## config.mk

```make
export PLATFORM = sky130hd
export DESIGN_NAME = circular_linked_queue_manager_core_flat
export DESIGN_NICKNAME = d
export VERILOG_FILES = /design/src/hdl/clqm_pkg.sv /design/src/hdl/clqm_if.sv /design/src/hdl/circular_linked_queue_manager_core.sv /design/src/flat_wrapper.sv
export SDC_FILE = /design/constraint.sdc
export NUM_CORES = 1
export LEC_CHECK = 0
export ABC_AREA = 1
export ABC_CLOCK_PERIOD_IN_PS = 5350
export BUFFER_PORTS_ARGS = -buffer_cell sky130_fd_sc_hd__buf_2
export CAP_MARGIN = 20
export CORE_MARGIN = 10
export CORE_UTILIZATION = 50
export CTS_BUF_LIST = sky130_fd_sc_hd__clkbuf_16
export CTS_CLUSTER_SIZE = 24
export DETAILED_ROUTE_END_ITERATION = 6
export PLACE_DENSITY_LB_ADDON = 0.1
export SYNTH_ARGS = -nofsm -noshare
export SYNTH_HDL_FRONTEND = slang
export SYNTH_SLANG_ARGS = --single-unit
```

## constraint.sdc

```tcl
create_clock -name clk -period 5.35 [get_ports clk]
set_clock_uncertainty 0.15 [all_clocks]
set_input_delay 0.2675 -clock clk [delete_from_list [all_inputs] [get_ports clk]]
set_output_delay 0.2675 -clock clk [all_outputs]
set_load 0.02 [all_outputs]
```

## src/hdl/clqm_pkg.sv

```systemverilog
// Shared definitions for the circular linked queue manager.
// Default sizes, fixed field widths, request op codes and status codes.
// No dependencies.
package clqm_pkg;

    localparam int NUM_ELEMS_DEF  = 64;
    localparam int NUM_QUEUES_DEF = 4;

    localparam int OP_W = 2;
    localparam int ST_W = 3;

    localparam logic [OP_W-1:0] OP_APPEND = 2'd0;
    localparam logic [OP_W-1:0] OP_REMOVE = 2'd1;
    localparam logic [OP_W-1:0] OP_SIZE   = 2'd2;

    localparam logic [ST_W-1:0] ST_OK       = 3'd0;
    localparam logic [ST_W-1:0] ST_IN_THIS  = 3'd1;
    localparam logic [ST_W-1:0] ST_IN_OTHER = 3'd2;
    localparam logic [ST_W-1:0] ST_EMPTY    = 3'd3;
    localparam logic [ST_W-1:0] ST_IN_NONE  = 3'd4;
    localparam logic [ST_W-1:0] ST_NOT_THIS = 3'd5;

endpackage

```

## src/hdl/clqm_if.sv

```systemverilog
// Valid/ready channels of the queue manager: request and response.
// Depends on clqm_pkg for default sizes and field widths.
interface clqm_req_if
    import clqm_pkg::*;
#(
    parameter int QW = (NUM_QUEUES_DEF > 1) ? $clog2(NUM_QUEUES_DEF) : 1,
    parameter int EW = $clog2(NUM_ELEMS_DEF)
);
    logic            valid;
    logic            ready;
    logic [OP_W-1:0] op;
    logic [QW-1:0]   queue_id;
    logic [EW-1:0]   elem_id;

    modport source (output valid, output op, output queue_id, output elem_id, input ready);
    modport sink   (input valid, input op, input queue_id, input elem_id, output ready);
endinterface

interface clqm_rsp_if
    import clqm_pkg::*;
#(
    parameter int EW = $clog2(NUM_ELEMS_DEF),
    parameter int CW = $clog2(NUM_ELEMS_DEF + 1)
);
    logic            valid;
    logic            ready;
    logic [ST_W-1:0] status;
    logic [CW-1:0]   count;
    logic [EW-1:0]   head_elem;

    modport source (output valid, output status, output count, output head_elem, input ready);
    modport sink   (input valid, input status, input count, input head_elem, output ready);
endinterface

```

## src/hdl/circular_linked_queue_manager_core.sv

```systemverilog
// A request is taken only in the idle state; its result is registered once the
// response register is free. An append to a non-empty queue then also passes
// through the link and fix states (two more writes into the link memories).
// Reset: a clearing pass over max(NUM_ELEMS, NUM_QUEUES) addresses zeroes the owner
// and queue memories; no request is taken until it ends.
// Depends on clqm_pkg and the channel interfaces in clqm_if.sv.
module circular_linked_queue_manager_core
    import clqm_pkg::*;
#(
    parameter int NUM_ELEMS  = NUM_ELEMS_DEF,
    parameter int NUM_QUEUES = NUM_QUEUES_DEF
)(
    input  logic       clk,
    input  logic       rst_n,
    clqm_req_if.sink   req,
    clqm_rsp_if.source rsp
);

    localparam int E_W    = $clog2(NUM_ELEMS);
    localparam int Q_W    = (NUM_QUEUES > 1) ? $clog2(NUM_QUEUES) : 1;
    localparam int C_W    = $clog2(NUM_ELEMS + 1);
    localparam int CLR_N  = (NUM_ELEMS > NUM_QUEUES) ? NUM_ELEMS : NUM_QUEUES;
    localparam int CLR_W  = $clog2(CLR_N);

    localparam logic [E_W:0]     ELEMS_E   = (E_W + 1)'(NUM_ELEMS);
    localparam logic [Q_W:0]     QUEUES_Q  = (Q_W + 1)'(NUM_QUEUES);
    localparam logic [CLR_W:0]   ELEMS_C   = (CLR_W + 1)'(NUM_ELEMS);
    localparam logic [CLR_W:0]   QUEUES_C  = (CLR_W + 1)'(NUM_QUEUES);
    localparam logic [CLR_W-1:0] CLR_LAST  = CLR_W'(CLR_N - 1);

    localparam logic [2:0] S_CLR  = 3'd0;
    localparam logic [2:0] S_IDLE = 3'd1;
    localparam logic [2:0] S_CHK  = 3'd2;
    localparam logic [2:0] S_LNK  = 3'd3;
    localparam logic [2:0] S_FIX  = 3'd4;

    typedef struct packed {
        logic           linked;
        logic [Q_W-1:0] owner;
    } own_t;

    typedef struct packed {
        logic [C_W-1:0] cnt;
        logic [E_W-1:0] head;
    } qent_t;

    logic [E_W-1:0] nxt_mem [NUM_ELEMS];
    logic [E_W-1:0] prv_mem [NUM_ELEMS];
    own_t           own_mem [NUM_ELEMS];
    qent_t          q_mem   [NUM_QUEUES];

    logic [2:0]       state_reg, state_next;
    logic [CLR_W-1:0] clr_reg, clr_next;
    logic [OP_W-1:0]  op_reg, op_next;
    logic [Q_W-1:0]   q_reg, q_next;
    logic [E_W-1:0]   e_reg, e_next;
    logic [E_W-1:0]   hd_reg, hd_next;

    logic            out_valid_reg, out_valid_next;
    logic [ST_W-1:0] status_reg;
    logic [C_W-1:0]  count_reg;
    logic [E_W-1:0]  head_out_reg;

    logic [E_W-1:0] e_in;
    logic [Q_W-1:0] q_in;

    logic           rd_re;
    logic           prv_re;
    logic [E_W-1:0] prv_ra;
    logic [E_W-1:0] nxt_rd, prv_rd;
    own_t           own_rd;
    qent_t          q_rd;

    logic           nxt_we, prv_we, own_we, q_we;
    logic [E_W-1:0] nxt_wa, nxt_wd, prv_wa, prv_wd, own_wa;
    logic [Q_W-1:0] q_wa;
    own_t           own_wd;
    qent_t          q_wd;

    logic            out_free, emit;
    logic [ST_W-1:0] st_res;
    logic [C_W-1:0]  cnt_res;
    logic [E_W-1:0]  hd_res;

    assign e_in = ({1'b0, req.elem_id} >= ELEMS_E) ?
                  E_W'(req.elem_id - E_W'(NUM_ELEMS)) : req.elem_id;
    assign q_in = ({1'b0, req.queue_id} >= QUEUES_Q) ?
                  Q_W'(req.queue_id - Q_W'(NUM_QUEUES)) : req.queue_id;

    assign req.ready = (state_reg == S_IDLE);
    assign out_free  = !out_valid_reg || rsp.ready;

    always_ff @(posedge clk)
    begin
        if (nxt_we)
        begin
            nxt_mem[nxt_wa] <= nxt_wd;
        end
        if (rd_re)
        begin
            nxt_rd <= nxt_mem[e_in];
        end
    end

    always_ff @(posedge clk)
    begin
        if (prv_we)
        begin
            prv_mem[prv_wa] <= prv_wd;
        end
        if (prv_re)
        begin
            prv_rd <= prv_mem[prv_ra];
        end
    end

    always_ff @(posedge clk)
    begin
        if (own_we)
        begin
            own_mem[own_wa] <= own_wd;
        end
        if (rd_re)
        begin
            own_rd <= own_mem[e_in];
        end
    end

    always_ff @(posedge clk)
    begin
        if (q_we)
        begin
            q_mem[q_wa] <= q_wd;
        end
        if (rd_re)
        begin
            q_rd <= q_mem[q_in];
        end
    end

    always_comb
    begin
        state_next = state_reg;
        clr_next   = clr_reg;
        op_next    = op_reg;
        q_next     = q_reg;
        e_next     = e_reg;
        hd_next    = hd_reg;

        rd_re  = 1'b0;
        prv_re = 1'b0;
        prv_ra = e_in;

        nxt_we = 1'b0;
        nxt_wa = e_reg;
        nxt_wd = hd_reg;
        prv_we = 1'b0;
        prv_wa = e_reg;
        prv_wd = prv_rd;
        own_we = 1'b0;
        own_wa = e_reg;
        own_wd = '{linked: 1'b1, owner: q_reg};
        q_we   = 1'b0;
        q_wa   = q_reg;
        q_wd   = q_rd;

        emit    = 1'b0;
        st_res  = ST_OK;
        cnt_res = q_rd.cnt;
        hd_res  = q_rd.head;

        case (state_reg)
            S_CLR:
            begin
                own_we = ({1'b0, clr_reg} < ELEMS_C);
                own_wa = clr_reg[E_W-1:0];
                own_wd = '0;
                q_we   = ({1'b0, clr_reg} < QUEUES_C);
                q_wa   = clr_reg[Q_W-1:0];
                q_wd   = '0;
                if (clr_reg == CLR_LAST)
                begin
                    state_next = S_IDLE;
                end
                else
                begin
                    clr_next = clr_reg + CLR_W'(1);
                end
            end
            S_IDLE:
            begin
                if (req.valid)
                begin
                    rd_re      = 1'b1;
                    prv_re     = 1'b1;
                    prv_ra     = e_in;
                    op_next    = req.op;
                    q_next     = q_in;
                    e_next     = e_in;
                    state_next = S_CHK;
                end
            end
            S_CHK:
            begin
                if (out_free)
                begin
                    emit       = 1'b1;
                    state_next = S_IDLE;
                    case (op_reg)
                        OP_APPEND:
                        begin
                            if (own_rd.linked)
                            begin
                                st_res = (own_rd.owner == q_reg) ? ST_IN_THIS : ST_IN_OTHER;
                            end
                            else
                            begin
                                own_we  = 1'b1;
                                q_we    = 1'b1;
                                nxt_we  = 1'b1;
                                cnt_res = q_rd.cnt + C_W'(1);
                                q_wd.cnt = cnt_res;
                                if (q_rd.cnt == '0)
                                begin
                                    nxt_wd    = e_reg;
                                    prv_we    = 1'b1;
                                    prv_wd    = e_reg;
                                    q_wd.head = e_reg;
                                    hd_res    = e_reg;
                                end
                                else
                                begin
                                    nxt_wd     = q_rd.head;
                                    prv_re     = 1'b1;
                                    prv_ra     = q_rd.head;
                                    hd_next    = q_rd.head;
                                    state_next = S_LNK;
                                end
                            end
                        end
                        OP_REMOVE:
                        begin
                            if (q_rd.cnt == '0)
                            begin
                                st_res = ST_EMPTY;
                            end
                            else if (!own_rd.linked)
                            begin
                                st_res = ST_IN_NONE;
                            end
                            else if (own_rd.owner != q_reg)
                            begin
                                st_res = ST_NOT_THIS;
                            end
                            else
                            begin
                                own_we   = 1'b1;
                                own_wd   = '{linked: 1'b0, owner: q_reg};
                                q_we     = 1'b1;
                                cnt_res  = q_rd.cnt - C_W'(1);
                                q_wd.cnt = cnt_res;
                                if (q_rd.cnt != C_W'(1))
                                begin
                                    nxt_we = 1'b1;
                                    nxt_wa = prv_rd;
                                    nxt_wd = nxt_rd;
                                    prv_we = 1'b1;
                                    prv_wa = nxt_rd;
                                    prv_wd = prv_rd;
                                    if (q_rd.head == e_reg)
                                    begin
                                        q_wd.head = nxt_rd;
                                        hd_res    = nxt_rd;
                                    end
                                end
                            end
                        end
                        default:
                        begin
                            st_res = ST_OK;
                        end
                    endcase
                end
            end
            S_LNK:
            begin
                nxt_we     = 1'b1;
                nxt_wa     = prv_rd;
                nxt_wd     = e_reg;
                prv_we     = 1'b1;
                prv_wa     = e_reg;
                prv_wd     = prv_rd;
                state_next = S_FIX;
            end
            S_FIX:
            begin
                prv_we     = 1'b1;
                prv_wa     = hd_reg;
                prv_wd     = e_reg;
                state_next = S_IDLE;
            end
            default:
            begin
                state_next = S_IDLE;
            end
        endcase
    end

    always_comb
    begin
        if (emit)
        begin
            out_valid_next = 1'b1;
        end
        else if (rsp.ready)
        begin
            out_valid_next = 1'b0;
        end
        else
        begin
            out_valid_next = out_valid_reg;
        end
    end

    always_ff @(posedge clk or negedge rst_n)
    begin
        if (!rst_n)
        begin
            state_reg     <= S_CLR;
            clr_reg       <= '0;
            out_valid_reg <= 1'b0;
        end
        else
        begin
            state_reg     <= state_next;
            clr_reg       <= clr_next;
            out_valid_reg <= out_valid_next;
        end
    end

    always_ff @(posedge clk)
    begin
        op_reg <= op_next;
        q_reg  <= q_next;
        e_reg  <= e_next;
        hd_reg <= hd_next;
        if (emit)
        begin
            status_reg   <= st_res;
            count_reg    <= cnt_res;
            head_out_reg <= (cnt_res != '0) ? hd_res : '0;
        end
    end

    assign rsp.valid     = out_valid_reg;
    assign rsp.status    = status_reg;
    assign rsp.count     = count_reg;
    assign rsp.head_elem = head_out_reg;

endmodule
```

## src/flat_wrapper.sv

```systemverilog
// flat-port wrapper written by rule: the top's interface ports become plain ports
module circular_linked_queue_manager_core_flat import clqm_pkg::*;
#(
    parameter int NUM_ELEMS  = NUM_ELEMS_DEF,
    parameter int NUM_QUEUES = NUM_QUEUES_DEF
)
  (clk, rst_n, req_valid, req_op, req_queue_id, req_elem_id, req_ready, rsp_valid, rsp_status, rsp_count, rsp_head_elem, rsp_ready);
  clqm_req_if req_i ();
  clqm_rsp_if rsp_i ();
  input  logic clk;
  input  logic rst_n;
  input wire logic [$bits(req_i.valid)-1:0] req_valid;
  input wire logic [$bits(req_i.op)-1:0] req_op;
  input wire logic [$bits(req_i.queue_id)-1:0] req_queue_id;
  input wire logic [$bits(req_i.elem_id)-1:0] req_elem_id;
  output wire logic [$bits(req_i.ready)-1:0] req_ready;
  output wire logic [$bits(rsp_i.valid)-1:0] rsp_valid;
  output wire logic [$bits(rsp_i.status)-1:0] rsp_status;
  output wire logic [$bits(rsp_i.count)-1:0] rsp_count;
  output wire logic [$bits(rsp_i.head_elem)-1:0] rsp_head_elem;
  input wire logic [$bits(rsp_i.ready)-1:0] rsp_ready;
  assign req_i.valid = req_valid;
  assign req_i.op = req_op;
  assign req_i.queue_id = req_queue_id;
  assign req_i.elem_id = req_elem_id;
  assign req_ready = req_i.ready;
  assign rsp_valid = rsp_i.valid;
  assign rsp_status = rsp_i.status;
  assign rsp_count = rsp_i.count;
  assign rsp_head_elem = rsp_i.head_elem;
  assign rsp_i.ready = rsp_ready;
  circular_linked_queue_manager_core #(.NUM_ELEMS(NUM_ELEMS), .NUM_QUEUES(NUM_QUEUES)) u_core (.clk(clk), .rst_n(rst_n), .req(req_i), .rsp(rsp_i));
endmodule
```

======== Word level (Yosys, flattened, before mapping) ========
Memory sizes are Yosys's and may differ from the RTL's. A register that Yosys moved wholly into a read port is not among the register bits.
Cells that the tools add are included.
storage, ports and cells
  bits in registers ....................... 42
  bits in latches ......................... 0
  bits in writable memories ............... 1012
  memory bits (read-only) ................. 0
  bits of input ports ..................... 14
  output and inout port bits .............. 18
  word-level logic and storage cells ...... 163
  memories ................................ 4
operators by class
  add/sub/neg operators ................... 3
  $mul .................................... 0
  divide/modulo/power cells ............... 0
  magnitude comparators ................... 1
  equal/unequal tests ..................... 13
  shifts and indexed selects .............. 0
  multiplexer cells ....................... 116
  bitwise logic cells ..................... 3
  reduce and logical (&&, ||, !) cells .... 13
memories
  name            depth  width  rd ports  clocked after Yosys merged registers in  write ports  line                                      RTL
  u_core.nxt_mem  64     6      1         1                                        1            circular_linked_queue_manager_core.sv:47  logic [E_W-1:0] nxt_mem [NUM_ELEMS];
  u_core.prv_mem  64     6      1         1                                        1            circular_linked_queue_manager_core.sv:48  logic [E_W-1:0] prv_mem [NUM_ELEMS];
  u_core.own_mem  64     3      1         1                                        1            circular_linked_queue_manager_core.sv:49  own_t own_mem [NUM_ELEMS];
  u_core.q_mem    4      13     1         1                                        1            circular_linked_queue_manager_core.sv:50  qent_t q_mem [NUM_QUEUES];
operators with widths
  cell                 number
  $mux 6               37
  $pmux 6 s2           6
  $mux 13              5
  $pmux 13 s2          2
  $mux 3               14
  $mux 7               6
  $mux 1               31
  $pmux 1 s2           8
  $pmux 7 s2           1
  $pmux 3 s2           2
  $pmux 3 s4           1
  $add 7x1->7 const B  1
  $logic_not 7->1      1
  $ne 7x1->1 const B   1
  $reduce_bool 7->1    1
  $sub 7x1->7 const B  1
  $add 6x1->6 const B  1
  $eq 3x2->1 const B   2
  $eq 6x6->1           1
  $eq 6x6->1 const B   1
  $lt 6x3->1 const B   1
  $mux 2               3
  $reduce_and 2->1     3
  $reduce_and 5->1     1
  15 further kinds     18

======== Logic depth before layout (Yosys ltp) ========
Gate-level depths: netlist (run 1).
  word-level depth ........................ 10
  mapped depth ............................ 18
  mapped depth without buffers ............ 16

======== Worst setup path after synthesis (run 1) ========
OpenSTA, ideal clock, no wires.
  path type ............................... register to register
  start ................................... register u_core.q_rd[6] (netlist name)
  end ..................................... memory u_core.prv_mem[0][0] (netlist bit), data pin
  setup time .............................. 0.549 ns
  arrival time ............................ 3.679 ns
  data required time ...................... 4.651 ns
  setup slack ............................. 0.972 ns
  stages on the path, launching flop included .. 11
  buffers on the path ..................... 2
  clock period less this slack ............ 4.378 ns
  cells stage by stage .................... edfxtp_1 inv_1 ha_1 nand2_1 nor2_1 clkbuf_1 nand2_1 o21ai_0 clkbuf_1 nor2_1 a21oi_1
between the ends
  cells in the longest elaborated chain, start to end .. 6
RTL lines
  item                  line                                                                                  RTL
  $logic_not 7->1       circular_linked_queue_manager_core.sv:223, circular_linked_queue_manager_core.sv:243
  $mux 6                circular_linked_queue_manager_core.sv:223                                             if (q_rd.cnt == '0)
  $mux 6                circular_linked_queue_manager_core.sv:212                                             if (own_rd.linked)
  $mux 6                n/a
  $mux 6                circular_linked_queue_manager_core.sv:205                                             if (out_free)
  $pmux 6 s2            circular_linked_queue_manager_core.sv:172                                             case (state_reg)
  net u_core.prv_wd[0]  circular_linked_queue_manager_core.sv:75                                              logic [E_W-1:0] nxt_wa, nxt_wd, prv_wa, prv_wd, own_wa;
  to (decl)             circular_linked_queue_manager_core.sv:48
The timed path passes the listed nets, and every way through them passes these cells.

======== Final worst setup path (run 1) ========
  start ................................... register u_core.q_rd[6] (netlist name)
  end ..................................... register u_core.prv_rd[1], read port of u_core.prv_mem, data pin
between the ends
  cells in the longest elaborated chain, start to end .. 6
  elaborated cells on any way between the ends .. 11
  those cells by class .................... 10 x mux; 1 x reduce/logical
RTL lines
  item                                  line                                       RTL
  $logic_not 7->1 *                     circular_linked_queue_manager_core.sv:223
  $mux 1 or $mux 6 (tied branches)      circular_linked_queue_manager_core.sv:223
  $mux 1 or $mux 6 (tied branches)      circular_linked_queue_manager_core.sv:212
  $mux 1 or $mux 6 (tied branches)      circular_linked_queue_manager_core.sv:209  case (op_reg)
  $mux 1 or $mux 6 (tied branches)      circular_linked_queue_manager_core.sv:205
  $pmux 1 s2 or $mux 6 (tied branches)  n/a
  to (decl)                             circular_linked_queue_manager_core.sv:70   logic [E_W-1:0] nxt_rd, prv_rd;
Every way passes the cells marked *; elsewhere a longest branch is shown, timed or not.
A chain may end at the register's enable or synchronous reset.

==> impl_metrics.env, run 1 <==
export IMPL_status="complete, no violations"
export IMPL_antenna_left=0
export IMPL_r2r_cells=16
export IMPL_crit_arrival_ns=4.37
export IMPL_synth_cell_types=47
export IMPL_antenna_found_initial=1
export IMPL_cts_sinks=1082
export IMPL_worstSetupPathType="register to register"
export IMPL_total_power_mw=23.0
export IMPL_synth_compound_area_share_pct=9.09
export IMPL_via_per_inst=5.69
export IMPL_seqPwrFrac_pct=47.6
export IMPL_cp_max_fo=77
export IMPL_cts_tree="built"
export IMPL_fmax_mhz=247
export IMPL_syn_area_per_cell_um2=11.1
export IMPL_die_h_um=325
export IMPL_cp_startpoint="u_core.q_rd[6]"
export IMPL_layout_min_cycle_time_ns=4.06
export IMPL_fin_tns_setup_ns=0
export IMPL_maxSlewHeadroom_pct=25.9
export IMPL_cap_violations=0
export IMPL_cts_root_buffer="clkbuf_16"
export IMPL_crit_path_frequent_cell="nand3_1"
export IMPL_seq_area_frac_synth_pct=69.5
export IMPL_finalMaxSlewViolations=0
export IMPL_start_kind="register"
export IMPL_synth_adder_area_share_pct=0.107
export IMPL_cts_max_path_buffers=3
export IMPL_rr_startpoint="u_core.q_rd[6]"
export IMPL_vias=31400
export IMPL_top_regs="u_core.nxt_mem (384), u_core.prv_mem (384), u_core.own_mem (192)"
export IMPL_fp_row_count=111
export IMPL_power_internal_mw=15.8
export IMPL_p_leak_nw=18.7
export IMPL_p_per_area_mw_per_mm2=444
export IMPL_synth_xor_area_share_pct=0.169
export IMPL_synth_top_family_by_area="simple AND/OR/NAND/NOR gates"
export IMPL_required_ns=5.67
export IMPL_ys_seq_elements=1082
export IMPL_synthCells=4194
export IMPL_drcViolationCount=0
export IMPL_cts_repair_resized=0
export IMPL_async_reset_ff_share_pct=0.924
export IMPL_finalHoldViolCount=0
export IMPL_diodes=0
export IMPL_hold_buffers=9
export IMPL_cts_made_buffers=112
export IMPL_synth_edff_count=1072
export IMPL_clockPowerShare_pct=32.3
export IMPL_holdPathStages=2
export IMPL_die_w_um=325
export IMPL_avgRoutedWirePerCell_um=22.4
export IMPL_fp_coreArea_mm2=0.0921
export IMPL_grt_pass1_vias=30000
export IMPL_syn_to_final_growth_pct=11.1
export IMPL_drt_initial_drc_count=3034
export IMPL_gp_congestion=0.916
export IMPL_io_buffer_count=31
export IMPL_clk_pin_slew_ns=0.06
export IMPL_yosys_mux_area_fraction_pct=0
export IMPL_hp_start="req_elem_id[4]"
export IMPL_io_pins=32
export IMPL_clk_latency_ns=0.72
export IMPL_nNetsFinal=4213
export IMPL_grt_usage_pct=22.9
export IMPL_grt_pass1_wl_um=188000
export IMPL_synth_simple_area_share_pct=15.8
export IMPL_fin_crit_sh_pct=75.8
export IMPL_synth_cell_area_mm2=0.0467
export IMPL_p_comb_share_pct=20.0
export IMPL_end_kind="register"
export IMPL_yosys_warnings=0
export IMPL_worstMarginPinSlew_ns=1.10
export IMPL_p_switching_mw=7.19
export IMPL_synth_fp_nets=4212
export IMPL_setup_violations=0
export IMPL_dr_pass1_iters=5
export IMPL_swShare_pct=31.3
export IMPL_post_cts_buffers=0
export IMPL_worstHoldPathType="input port to register"
export IMPL_grt_max_degree=114
export IMPL_dp_hpwl_um=74700
export IMPL_final_layout_size_suffix_gt1_share_pct=8.31
export IMPL_gr_total_overflow=0
export IMPL_dominantRegCellSynth="edfxtp_1"
export IMPL_dieArea_mm2=0.106
export IMPL_slowest_stage="nand2_4"
export IMPL_cp_cell_sequence="inv_1 > ha_1 > inv_1 > nor2_1 > nand2_4 > nand3_4 > nand2_1 > nand2_4 > buf_12 > nand2_1 > nand3_1 > nand3_1 > nand3_1 > nand3_1 > nand3_1 > nand2_1"
export IMPL_rsz0062_at_grt="no"
export IMPL_wirelength_um=124000
export IMPL_htree_levels=3
export IMPL_start_util_pct=50.7
export IMPL_max_vdd_ir_drop_mv=0.387
export IMPL_crit_path_max_incr_delay_ns=0.59
==> synthesized netlist by cell type, types with 8 or more instances <==
cell type / n / area, µm²
nor2_1: 665 / 2500
o211ai_1: 29 / 218
nand4_1: 13 / 81.3
o221ai_1: 20 / 175
nand2_1: 579 / 2170
o22ai_1: 169 / 1060
edfxtp_1: 1072 / 32200
dfrtp_1: 10 / 250
o32ai_1: 9 / 78.8
nand2_2: 13 / 81.3
o21ai_1: 11 / 55.1
nand3_2: 17 / 170
inv_1: 385 / 1450
buf_2: 57 / 285
nand3_1: 396 / 1980
a21oi_1: 46 / 230
nand4_2: 8 / 100
clkbuf_1: 151 / 567
o21ai_0: 438 / 2190
inv_2: 20 / 75.1
==> path summary, 6_finish.rpt <==
path                                endpoint  slack [ns]
max reg2reg                 u_core.prv_rd[1]        1.29
min                          u_core.e_reg[4]        0.05
min reg2reg                u_core.clr_reg[4]        0.40
max                         u_core.prv_rd[1]        1.29
min in group asynchronous  u_core.clr_reg[3]        0.56
max in group asynchronous  u_core.clr_reg[2]        4.04
==> metrics by stage <==
stage | hold WS [ns] | instances | area (µm²) | worst slack, ns | utilization, %
2_1_floorplan | -0.178 | 4194 | 46700 | 0.972 | -
3_3_place_gp | 0.0319 | 5312 | 48200 | 1.33 | 52.4
3_5_place_dp | 0.0249 | 5312 | 48200 | 1.30 | 52.4
4_1_cts | 0.00462 | 5526 | 51800 | 1.29 | 56.3
5_1_grt | 0.0180 | 5529 | 51800 | 0.925 | 56.3
6_report | 0.0522 | 5529 | 51800 | 1.29 | 56.3
==> cell usage in the layout, fill, tap and decap left out, types with 10 or more instances in the layout <==
cell | netlist | routed
edfxtp_1 | 1072 | 1072
nor2_1 | 665 | 662
nand2_1 | 579 | 576
o21ai_0 | 438 | 435
inv_1 | 385 | 413
nand3_1 | 396 | 394
o22ai_1 | 169 | 169
clkbuf_16 | 0 | 113
buf_4 | 4 | 57
a21oi_1 | 46 | 39
o211ai_1 | 29 | 29
clkinv_1 | 4 | 29
buf_2 | 57 | 29
clkinv_2 | 0 | 22
o221ai_1 | 20 | 20
inv_2 | 20 | 19
nand3_2 | 17 | 19
nand2_2 | 13 | 13
nand4_1 | 13 | 13
o21ai_1 | 11 | 12
buf_12 | 0 | 10
dfrtp_1 | 10 | 10
==> power by group through the flow <==
stage / combinational [mW] / sequential [mW] / clock, mW
4_1_cts: 4.59 / 11.0 / 7.55
2_1_floorplan: 2.54 / 11.2 / 0
5_1_grt: 5.02 / 11.0 / 7.88
3_3_place_gp: 4.54 / 11.1 / 0
6_report: 4.60 / 11.0 / 7.45
3_5_place_dp: 4.59 / 11.1 / 0
==> layout make-up <==
type | instances | area, µm²
fillers | 7852 | 40200
flip-flops and latches | 1082 | 32400
multi-input cells | 2482 | 11900
clock buffers | 113 | 2830
well taps | 1243 | 1560
inverters | 409 | 1550
repair buffers | 108 | 892
clock inverters | 92 | 663
==> logic make-up (layout without fill, tap and decap cells) <==
logic type | after synthesis | in the layout
adder cells (fa/ha/maj) | 4 | 4
buffers and inverters | 630 | 722
AND/OR/NAND/NOR | 1718 | 1718
XOR/XNOR | 9 | 9
flip-flops | 1082 | 1082
AO/OA/AOI/OAI | 751 | 751
==> worst max-delay path: cells and delay by family, from the launching register on <==
| family | cells | cell delay [ns] |
|---|---|---|
| fa+ha+maj | 1 | 0.26 |
| buf+inv | 3 | 0.59 |
| flops | 1 | 0.49 |
| simple gates | 12 | 2.22 |
==> metal layers <==
metal | share of wire, % | GRT usage (%) | vias up
met5 | 0 | 0 | -
met4 | 2.7 | 6.89 | 0
met3 | 6.1 | 3.35 | 223
met2 | 48 | 36.8 | 1026
met1 | 44 | 32.1 | 15500
li1 | - | - | 14700
Note: power is estimated with default switching activity, not from simulation.
==> inputs of run 2 (changes only) <==
--- a/config.mk
+++ b/config.mk
@@ -5,8 +5,8 @@
 export SDC_FILE = /design/constraint.sdc
 export NUM_CORES = 1
 export LEC_CHECK = 0
-export ABC_AREA = 1
-export ABC_CLOCK_PERIOD_IN_PS = 5350
+export ABC_AREA = 0
+export ABC_CLOCK_PERIOD_IN_PS = 3700
 export BUFFER_PORTS_ARGS = -buffer_cell sky130_fd_sc_hd__buf_2
 export CAP_MARGIN = 20
 export CORE_MARGIN = 10
==> constraint.sdc (replaced) <==
create_clock -name clk -period 3.7 [get_ports clk]
set_clock_uncertainty 0.15 [all_clocks]
set_input_delay 0.185 -clock clk [delete_from_list [all_inputs] [get_ports clk]]
set_output_delay 0.185 -clock clk [all_outputs]
set_load 0.02 [all_outputs]
==> run 2 against run 1 <==
  * Fmax grew 11%
  * Critical path depth down 6
  * Sequential share of layout area is 0.30 points lower
  * Sequential cell count did not move
  * Sequential power grew 42%
  * Worst hold slack gained 0.038 ns
  * Die area is 4.3% lower
  * First-iteration DRC count increased by 2.6%
  * Synthesized area decreased by 4.6%
  * Register-to-register slack got worse by 1.2 ns
  * Non-clock buffer count up 237
==> impl_metrics.env, run 2 <==
export IMPL_yosysTopAreaCellShare_pct=72.3
export IMPL_crit_family="simple AND/OR/NAND/NOR gates"
export IMPL_avgRoutedWirePerCell_um=27.7
export IMPL_dp_hpwl_um=74600
export IMPL_cap_violations=0
export IMPL_dieArea_mm2=0.101
export IMPL_crit_arrival_ns=3.88
export IMPL_grt_pass1_vias=26500
export IMPL_cp_cell_sequence="or4_4 > nor3b_4 > nor4_2 > a21oi_1 > buf_4 > a221o_1 > nor2b_1 > nand2_1 > nor4b_2 > buf_4"
export IMPL_layout_cells_non_filler=4240
export IMPL_synth_common_cells="edfxtp_1 (1072), nor2_1 (240), nand3_1 (215), nand2_1 (208), mux4_2 (202)"
export IMPL_cts_root_buffer="clkbuf_16"
export IMPL_crit_buf_inv=2
export IMPL_die_h_um=318
export IMPL_dominantRegCellSynth="edfxtp_1"
export IMPL_maxSlewHeadroom_pct=45.1
export IMPL_synth_edff_count=1072
export IMPL_drt_initial_drc_count=3114
export IMPL_seq_area_frac_synth_pct=72.8
export IMPL_total_power_mw=32.1
export IMPL_via_per_inst=6.20
export IMPL_syn_to_final_growth_pct=17.0
export IMPL_yosys_mux_area_fraction_pct=11.5
export IMPL_gp_congestion=0.902
export IMPL_synthTopCellsByArea="edfxtp_1 (72%), mux4_2 (10%), nand3_1 (2.4%), nor2_1 (2.0%), nand2_1 (1.8%)"
export IMPL_finalHoldViolCount=0
export IMPL_synth_xor_area_share_pct=0.275
export IMPL_antenna_left=0
export IMPL_p_per_area_mw_per_mm2=617
export IMPL_final_cell_mix="edfxtp_1 (1072), buf_4 (267), nor2_1 (234)"
export IMPL_cts_sinks=1082
export IMPL_grt_max_degree=86
export IMPL_nFillCells=6652
export IMPL_synth_cell_types=76
export IMPL_p_leak_nw=17.1
export IMPL_layout_min_cycle_time_ns=3.65
export IMPL_dpl_cell_area_mm2=0.0482
export IMPL_start_util_pct=50.4
export IMPL_start_kind="register"
export IMPL_cts_made_buffers=112
export IMPL_grt_usage_pct=22.7
export IMPL_synth_cell_area_mm2=0.0445
export IMPL_crit_path_max_incr_delay_ns=0.61
export IMPL_fmax_mhz=274
export IMPL_gr_total_overflow=0
export IMPL_synth_simple_area_share_pct=8.53
export IMPL_ys_seq_elements=1082
export IMPL_cts_max_path_buffers=3
export IMPL_end_kind="register"
export IMPL_async_reset_ff_share_pct=0.924
export IMPL_finalMaxSlewViolations=0
export IMPL_setup_violations=0
export IMPL_antenna_found_initial=1
export IMPL_synth_fp_nets=2729
export IMPL_io_pins=32
export IMPL_fin_crit_sh_pct=98.6
export IMPL_synth_area_leader_cell="edfxtp_1"
export IMPL_nNetsFinal=3010
export IMPL_final_layout_size_suffix_gt1_share_pct=25.1
export IMPL_fp_coreArea_mm2=0.0884
export IMPL_top_regs="u_core.nxt_mem (384), u_core.prv_mem (384), u_core.own_mem (192)"
export IMPL_cts_tree="built"
export IMPL_worstHoldPathType="input port to register"
export IMPL_grt_pass1_wl_um=176000
export IMPL_cp_max_fo=6
export IMPL_finalInstanceArea_mm2=0.0521
export IMPL_drcViolationCount=0
export IMPL_wirelength_um=117000
export IMPL_die_w_um=318
export IMPL_synth_compound_area_share_pct=5.01
export IMPL_layout_commonest_cell="edfxtp_1"
export IMPL_syn_area_per_cell_um2=16.4
export IMPL_diodes=0
export IMPL_clk_latency_ns=0.69
export IMPL_dp_cells=4021
export IMPL_synthCells=2711
export IMPL_crit_path_frequent_cell="buf_4"
export IMPL_slowest_stage="or4_4"
export IMPL_htree_levels=3
export IMPL_dr_pass1_iters=6
export IMPL_yosysMostFrequentCell="edfxtp_1"
export IMPL_synth_top_family_by_area="multiplexers"
export IMPL_rsz0062_at_grt="yes"
export IMPL_required_ns=3.93
export IMPL_worstMarginPinSlew_ns=0.824
export IMPL_worstSetupPathType="register to register"
export IMPL_synth_adder_area_share_pct=0.112
export IMPL_vias=26300
export IMPL_fp_row_count=109
export IMPL_io_buffer_count=31
export IMPL_yosys_warnings=0
export IMPL_status="complete, no violations"
export IMPL_max_vdd_ir_drop_mv=0.418
export IMPL_clk_pin_slew_ns=0.06
==> run 2: changes by cell type in the layout (fill, tap and decap cells not counted), sizes merged, moves of 202 or more <==
cell / before / now
o21ai: 455 / 144
nand2: 595 / 208
mux4: 0 / 202
nor2: 676 / 241
inv: 439 / 33
buf: 96 / 330
==> run 2: final timing paths <==
check,depth (start not counted),slack [ns],end,from
min in group asynchronous,3,0.39,u_core.rsp.valid,rst_n
max in group asynchronous,3,2.66,u_core.state_reg[2],rst_n
setup / recovery,10,0.05,u_core.prv_mem[19][4],u_core.q_rd[9]
hold / removal,2,0.09,u_core.op_reg[1],req_op[1]
hold reg to reg,1,0.44,u_core.clr_reg[5],u_core.clr_reg[5]
setup reg to reg,10,0.05,u_core.prv_mem[19][4],u_core.q_rd[9]
==> run 2: timing repair <==
action	4_1_cts	5_1_grt
cloned	0	1
gates resized for setup	8	28
buffers inserted	0	7
hold buffers	14	0
hold endpoints to repair	31	0
pin swaps	0	6
endpoints found under the setup margin	434	741
==> run 2: per-layer routing <==
| layer | vias up | track usage (%) | part of all wire, % |
|---|---|---|---|
| li1 | 11300 | - | - |
| met1 | 13600 | 32.4 | 43 |
| met2 | 1125 | 36.0 | 48 |
| met3 | 206 | 3.36 | 6.9 |
| met4 | 2 | 7.01 | 2.8 |
| met5 | - | 0 | 0.011 |
==> run 2: where the power goes <==
part           internal [mW]  switching (mW)  total [mW]  leakage, nW
Combinational           1.57            4.08        5.64         5.55
Sequential              15.3           0.301        15.6         9.79
Clock                   6.27            4.63        10.9         1.79
Total                   23.1            9.01        32.1         17.1
==> run 2: final cells by class <==
type	count	area, µm²	share of cell area (%)
flip-flops and latches	1082	32400	62.3
multi-input cells	1439	11600	22.3
repair buffers	345	2960	5.69
clock buffers	114	2850	5.48
well taps	1165	1460	2.80
clock inverters	83	697	1.34
inverters	12	45.0	0.0865
==> run 2: cells by family after synthesis <==
family	after synthesis
flip-flops	1082
AND/OR/NAND/NOR	817
AO/OA/AOI/OAI	349
multiplexers	255
buffers and inverters	190
XOR/XNOR	14
adder cells (fa/ha/maj)	4
==> run 2: per-stage QoR <==
step | setup TNS [ns] | hold slack [ns] | worst slack (ns) | util [%]
3_5_place_dp | -37.35 | -0.0778 | -0.247 | 54.5
5_1_grt | -2.12 | 0.0925 | -0.0720 | 58.9
2_1_floorplan | -2.82 | -0.261 | -0.235 | -
4_1_cts | 0 | 0.0507 | 0.0128 | 58.7
6_report | 0 | 0.0905 | 0.0532 | 58.9
3_3_place_gp | -16.76 | -0.0785 | -0.170 | 54.5
